==> config.mk <==
export PLATFORM = sky130hd
export DESIGN_NAME = bnms_ctrl
export DESIGN_NICKNAME = d
export VERILOG_FILES = /design/src/hw/rtl/bnms_pkg.sv /design/src/hw/rtl/bnms_ctrl.sv
export SDC_FILE = /design/constraint.sdc
export NUM_CORES = 1
export LEC_CHECK = 0
export ABC_AREA = 1
export ABC_CLOCK_PERIOD_IN_PS = 1860
export BUFFER_PORTS_ARGS = -buffer_cell sky130_fd_sc_hd__buf_2
export CELL_PAD_IN_SITES_DETAIL_PLACEMENT = 0
export CELL_PAD_IN_SITES_GLOBAL_PLACEMENT = 2
export CORE_UTILIZATION = 24
export DETAILED_ROUTE_END_ITERATION = 16
export GPL_TIMING_DRIVEN = 0
export HOLD_SLACK_MARGIN = 0.15
export PLACE_DENSITY = 0.82
export REMOVE_ABC_BUFFERS = 1
export SYNTH_ARGS = -nofsm -noshare
export SYNTH_HDL_FRONTEND = slang
export SYNTH_SLANG_ARGS = --single-unit
==> constraint.sdc <==
create_clock -name clk -period 1.86 [get_ports clk]
set_input_delay 0.372 -clock clk [delete_from_list [all_inputs] [get_ports clk]]
set_output_delay 0.372 -clock clk [all_outputs]
set_load 0.01 [all_outputs]
==> src/hw/rtl/bnms_pkg.sv <==
// ----------------------------------------------------------------------------
// bnms_pkg: shared types and constants
// Controller states, the command and status bundles between the controller
// and the datapath, and the register map of the configuration port.
// ----------------------------------------------------------------------------
package bnms_pkg;

  localparam logic [15:0] IOU_THRESHOLD_RESET = 16'd19661;
  localparam logic        REG_IOU_THRESHOLD   = 1'b0;

  typedef enum logic [4:0] {
    ST_IDLE,
    ST_S_RD_I,
    ST_S_LAT_I,
    ST_S_RD_J,
    ST_S_CMP,
    ST_S_WR,
    ST_N_RD_RI,
    ST_N_LAT_I,
    ST_N_CHK_I,
    ST_N_LAT_A,
    ST_N_RD_RJ,
    ST_N_LAT_J,
    ST_N_CHK_J,
    ST_N_LAT_B,
    ST_N_C1,
    ST_N_C2,
    ST_N_C3,
    ST_N_C4,
    ST_N_MARK,
    ST_FLUSH
  } state_t;

  typedef struct packed {
    logic load;       // store the incoming box
    logic use_j;      // read addresses come from the inner counter and inner index
    logic use_idx;    // score read address comes from the outer box index
    logic i_clr;
    logic i_inc;
    logic j_clr;
    logic j_set;      // inner counter starts one past the outer one
    logic j_inc;
    logic lat_si;     // capture the outer score for ranking
    logic cmp;        // rank compare step
    logic wr_rank;
    logic lat_idx_i;
    logic lat_idx_j;
    logic lat_a;      // capture the surviving box, emit the previous one
    logic lat_b;
    logic mark;       // suppress the inner box on too much overlap
    logic flush;      // emit the last survivor and clear batch state
  } cmd_t;

  typedef struct packed {
    logic i_last;
    logic j_last;
    logic flag_i;
    logic flag_j;
  } stat_t;

endpackage

==> src/hw/rtl/bnms_ctrl.sv <==
// ----------------------------------------------------------------------------
// bnms_ctrl: batch sequencer
// Steps through loading, ranking, pairwise suppression and the final flush.
// ----------------------------------------------------------------------------
module bnms_ctrl (
  input  logic            clk,
  input  logic            rst_n,
  input  logic            start,
  input  logic            final_box,
  input  bnms_pkg::stat_t stat,
  output bnms_pkg::cmd_t  cmd,
  output logic            busy
);

  bnms_pkg::state_t state_r, state_nxt;

  always_ff @(posedge clk) begin
    if (!rst_n) begin
      state_r <= bnms_pkg::ST_IDLE;
    end else begin
      state_r <= state_nxt;
    end
  end

  always_comb begin
    state_nxt = state_r;
    unique case (state_r)
      bnms_pkg::ST_IDLE:    if (start && final_box) state_nxt = bnms_pkg::ST_S_RD_I;
      bnms_pkg::ST_S_RD_I:  state_nxt = bnms_pkg::ST_S_LAT_I;
      bnms_pkg::ST_S_LAT_I: state_nxt = bnms_pkg::ST_S_RD_J;
      bnms_pkg::ST_S_RD_J:  state_nxt = bnms_pkg::ST_S_CMP;
      bnms_pkg::ST_S_CMP:
        state_nxt = stat.j_last ? bnms_pkg::ST_S_WR : bnms_pkg::ST_S_RD_J;
      bnms_pkg::ST_S_WR:
        state_nxt = stat.i_last ? bnms_pkg::ST_N_RD_RI : bnms_pkg::ST_S_RD_I;
      bnms_pkg::ST_N_RD_RI: state_nxt = bnms_pkg::ST_N_LAT_I;
      bnms_pkg::ST_N_LAT_I: state_nxt = bnms_pkg::ST_N_CHK_I;
      bnms_pkg::ST_N_CHK_I: begin
        if (!stat.flag_i) state_nxt = bnms_pkg::ST_N_LAT_A;
        else if (stat.i_last) state_nxt = bnms_pkg::ST_FLUSH;
        else state_nxt = bnms_pkg::ST_N_RD_RI;
      end
      bnms_pkg::ST_N_LAT_A:
        state_nxt = stat.i_last ? bnms_pkg::ST_FLUSH : bnms_pkg::ST_N_RD_RJ;
      bnms_pkg::ST_N_RD_RJ: state_nxt = bnms_pkg::ST_N_LAT_J;
      bnms_pkg::ST_N_LAT_J: state_nxt = bnms_pkg::ST_N_CHK_J;
      bnms_pkg::ST_N_CHK_J: begin
        if (!stat.flag_j) state_nxt = bnms_pkg::ST_N_LAT_B;
        else if (!stat.j_last) state_nxt = bnms_pkg::ST_N_RD_RJ;
        else state_nxt = stat.i_last ? bnms_pkg::ST_FLUSH : bnms_pkg::ST_N_RD_RI;
      end
      bnms_pkg::ST_N_LAT_B: state_nxt = bnms_pkg::ST_N_C1;
      bnms_pkg::ST_N_C1:    state_nxt = bnms_pkg::ST_N_C2;
      bnms_pkg::ST_N_C2:    state_nxt = bnms_pkg::ST_N_C3;
      bnms_pkg::ST_N_C3:    state_nxt = bnms_pkg::ST_N_C4;
      bnms_pkg::ST_N_C4:    state_nxt = bnms_pkg::ST_N_MARK;
      bnms_pkg::ST_N_MARK: begin
        if (!stat.j_last) state_nxt = bnms_pkg::ST_N_RD_RJ;
        else state_nxt = stat.i_last ? bnms_pkg::ST_FLUSH : bnms_pkg::ST_N_RD_RI;
      end
      bnms_pkg::ST_FLUSH:   state_nxt = bnms_pkg::ST_IDLE;
      default:              state_nxt = bnms_pkg::ST_IDLE;
    endcase
  end

  always_comb begin
    cmd  = '0;
    busy = 1'b1;
    unique case (state_r)
      bnms_pkg::ST_IDLE: begin
        busy     = 1'b0;
        cmd.load = start;
        cmd.i_clr = 1'b1;
      end
      bnms_pkg::ST_S_RD_I: ;
      bnms_pkg::ST_S_LAT_I: begin
        cmd.lat_si = 1'b1;
        cmd.j_clr  = 1'b1;
      end
      bnms_pkg::ST_S_RD_J: cmd.use_j = 1'b1;
      bnms_pkg::ST_S_CMP: begin
        cmd.cmp   = 1'b1;
        cmd.j_inc = 1'b1;
      end
      bnms_pkg::ST_S_WR: begin
        cmd.wr_rank = 1'b1;
        if (stat.i_last) cmd.i_clr = 1'b1;
        else cmd.i_inc = 1'b1;
      end
      bnms_pkg::ST_N_RD_RI: ;
      bnms_pkg::ST_N_LAT_I: cmd.lat_idx_i = 1'b1;
      bnms_pkg::ST_N_CHK_I: begin
        cmd.use_idx = 1'b1;
        if (stat.flag_i) cmd.i_inc = 1'b1;
      end
      bnms_pkg::ST_N_LAT_A: begin
        cmd.lat_a = 1'b1;
        cmd.j_set = 1'b1;
      end
      bnms_pkg::ST_N_RD_RJ: cmd.use_j = 1'b1;
      bnms_pkg::ST_N_LAT_J: cmd.lat_idx_j = 1'b1;
      bnms_pkg::ST_N_CHK_J: begin
        cmd.use_j = 1'b1;
        if (stat.flag_j) begin
          if (stat.j_last) cmd.i_inc = 1'b1;
          else cmd.j_inc = 1'b1;
        end
      end
      bnms_pkg::ST_N_LAT_B: cmd.lat_b = 1'b1;
      bnms_pkg::ST_N_C1, bnms_pkg::ST_N_C2, bnms_pkg::ST_N_C3, bnms_pkg::ST_N_C4: ;
      bnms_pkg::ST_N_MARK: begin
        cmd.mark = 1'b1;
        if (stat.j_last) cmd.i_inc = 1'b1;
        else cmd.j_inc = 1'b1;
      end
      bnms_pkg::ST_FLUSH: cmd.flush = 1'b1;
      default: ;
    endcase
  end

endmodule

======== Word-level counts from Yosys, hierarchy flattened ========
Index checks and enable logic that the tools add are counted.
storage, ports and cells
  bits of input ports ..................... 8
  bits in registers ....................... 5
  output and inout bits ................... 18
operators by class
  eq/ne operators ......................... 20
  multiplexer cells ....................... 32
  reduce and logical (&&, ||, !) cells .... 3
operator list
  kind                count
  $pmux 5 s19         1
  $eq 5x4->1 const B  8
  $mux 5              6
  $eq 5x3->1 const B  4
  $eq 5x5->1 const B  4
  $mux 1              20
  $eq 5x2->1 const B  2
  $mux 3              2
  $eq 5x1->1 const B  1
  $logic_not 5->1     1
  $pmux 1 s4          1
  $pmux 1 s3          1
  $reduce_or 3->1     1
  $ne 2x2->1 const B  1
  $pmux 1 s2          1
  $logic_and 1x1->1   1

======== Logic depth before layout (Yosys ltp) ========
  word-level depth ........................ 4
  mapped depth ............................ 9

======== Worst setup path before layout ========
No wires, ideal clock.
  path kind ............................... register -> output
  start ................................... register state_r[1]
  end ..................................... output port cmd[11] (netlist name)
  required time ........................... 1,488 ps
  arrival time ............................ 1,129 ps
  cell stages (with the launch flop) ...... 6
  slack ................................... 359 ps
  cell sequence ........................... dfxtp_1 > inv_2 > nor2_2 > nand2_1 > nor2_1 > buf_4
RTL lines
  what                      line             source
  start: declaration        bnms_ctrl.sv:15  bnms_pkg::state_t state_r, state_nxt;
  start signal: assignment  bnms_ctrl.sv:19  state_r <= bnms_pkg::ST_IDLE;
  start signal: assignment  bnms_ctrl.sv:21  state_r <= state_nxt;
  end: declaration          bnms_ctrl.sv:11  output bnms_pkg::cmd_t cmd,

==> results.ini <==
[sta]
slew_viol_final = 0
fin_ws_ns = 0.101
setup-violations-final = 0
slew_headroom = 0.848
fmax_mhz = 569
hold_viol = 0
tightest_slew_ns = 0.228
finClkSkew_ns = 0.000687
period_needed_ns = 1.76
rsz0062_at_grt = true
finalCritPeriodShare = 0.946

[clock_tree]
path_clk_slew_ns = 0.04
clock_latency_ns = 0.24
htree_levels = 1
numCtsBuffers = 3
cts_tree = yes
cts_buffer_depth = 2
cts_sinks = 5
root_buffer = clkbuf_4

[grt]
grt_max_degree = 12
gr-total-overflow = 0
grt_pass1_wl_um = 3220
antenna_found_initial = 0
grt_pass1_vias = 745
grt_usage = 0.152

[die]
die_h_um = 54.9
dieWidth_um = 54.9
core_area_um2 = 2570
placementRows = 18
start_util = 0.262
ioPinCount = 26
dieArea_um2 = 3020

[job]
drv_cap = 0

[synth]
synth_top_family_by_area = simple AND/OR/NAND/NOR gates
syn-instance-count = 123
synth_edf_count = 0
synth-seq-area-share = 0.149
synth-seq-cells = 5
yosysTopAreaCell = nand2_1
synth-simple-area-share = 0.633
synth_commonest_cells = 32 x nand2_1, 17 x nor2_1, 13 x inv_1, 13 x nand3_1
muxShareOfSynthArea = 0
async_flop_share = 0
synth_top_area_share = 0.179
synth-compound-area-share = 0.0764
synthTopCellsByArea = nand2_1 18%, dfxtp_1 15%, nand3_1 9.7%, nor2_1 9.5%, inv_1 7.3%
synth_cell_types = 18
synth_flop_cell = dfxtp_1
syn_area_per_cell_um2 = 5.46
synthAdderAreaFrac = 0
synth_xor_area_frac = 0
yosysWarnings = 0
yosysMostFrequentCell = nand2_1
netlist_area_um2 = 672

[drt]
routedWlPerCell_um = 11.2
met2_length_um = 997
dr.pass1.iters = 4
num_vias = 845
antenna_left = 0
dr_wl_met3_um = 102
viasPerCell = 4.69
wl_um = 2010
met1_length_um = 901
drc = 0
top_layer = met4
drt_iter0_drc = 27

[critical_path]
critPathSlowestCell = dfxtp_2
arrival_ns = 1.39
critPathLaunchType = register
crit_required_ns = 1.49
cp_slowest_stage_delay_ns = 0.37
crit_chain = nor2_2 > nand2_2 > nor2_4 > nand2_1 > nand4_1 > buf_2
endpoint_kind = output port
critPathTopFamily = simple AND/OR/NAND/NOR gates
path_buf_inv = 1
reg2reg_slack_ns = 0.54
cp_max_fo = 6
crit_type = reg2out

[placement]
port_buffers = 25
place_inst = 175
pre_cts_ws_ns = 0.238
place_congestion = 0.788
dp_hpwl_um = 1650

[pwr]
power_density_nw_per_um2 = 788
p_total_mw = 0.698
max-vdd-ir-drop_v = 0.000556
p_leak_nw = 0.489

[finish]
finalNonFillerCells = 180
top_register = state_r
antennaDiodeCount = 0
final_core_util = 0.345
top_regs = state_r (5)
largest_register_ffs = 5
drive_gt1_frac = 0.400
area_growth_pct = 31.8
num-nets-final = 159

[run_status]
status = finished, final reports clean

[worst_hold_path]
hp-class = in2reg

## where the power goes
| group | total [mW] | switching, mW | internal (mW) |
|---|---|---|---|
| logic | 0.407 | 0.265 | 0.142 |
| registers | 0.165 | 0.0374 | 0.128 |
| clock network | 0.125 | 0.0444 | 0.0811 |
| total | 0.698 | 0.347 | 0.351 |
## metal layers
metal,track usage,up-vias
li1,-,443
met1,0.203,378
met2,0.247,22
met3,0.0246,2
met4,0.0500,0
met5,0,-
## through the flow
step / hold WS [ns] / setup TNS, ns / cell area [um2]
after floorplan: 0.515 / 0 / 652
after global placement: 0.647 / 0 / 815
after detailed placement: 0.678 / 0 / 815
after CTS: 0.422 / 0 / 843
after global routing: 0.445 / -0.0179 / 886
final: 0.427 / 0 / 886
## logic make-up after synthesis
group | count (synthesis)
AND/OR/NAND/NOR | 86
flip-flops | 5
AO/OA/AOI/OAI | 9
buffers and inverters | 23
## path summary, 6_finish.rpt
check	from	to	cells after the start
hold / removal	rst_n	state_r[0]	3
hold reg to reg	state_r[1]	state_r[3]	4
setup reg to reg	state_r[3]	state_r[2]	7
setup / recovery	state_r[3]	cmd[12]	6
## what timing repair did
| action | in CTS | in global routing |
|---|---|---|
| endpoints found under the setup margin | 1 | 7 |
| hold buffers | 0 | 0 |
| setup buffers | 0 | 1 |
| hold endpoints to repair | 0 | 0 |
| resized for setup | 1 | 10 |
| pin swaps | 0 | 1 |
## tightest hold or removal path: stages
cell and delay [ns]:
buf_2 0.07, inv_1 0.07, nor2_1 0.11
## layout make-up
class,instances,area (um2)
Fill cell,309,1680
Multi-Input combinational cell,95,507
Timing Repair Buffer,26,133
Sequential cell,5,105
Inverter,20,77.6
Tap cell,30,37.5
Clock buffer,4,26.3
## layout by cell type (no fill, tap or decap), drive strengths merged, types with 3 or more instances in the layout
cell type,Yosys,routed
nand2,37,37
nor2,28,28
buf,3,26
inv,20,20
nand3,15,15
nand4,5,5
a21oi,5,5
dfxtp,5,5
clkbuf,0,4
o21ai,3,3
No activity file was read; power rests on OpenSTA's default activity.
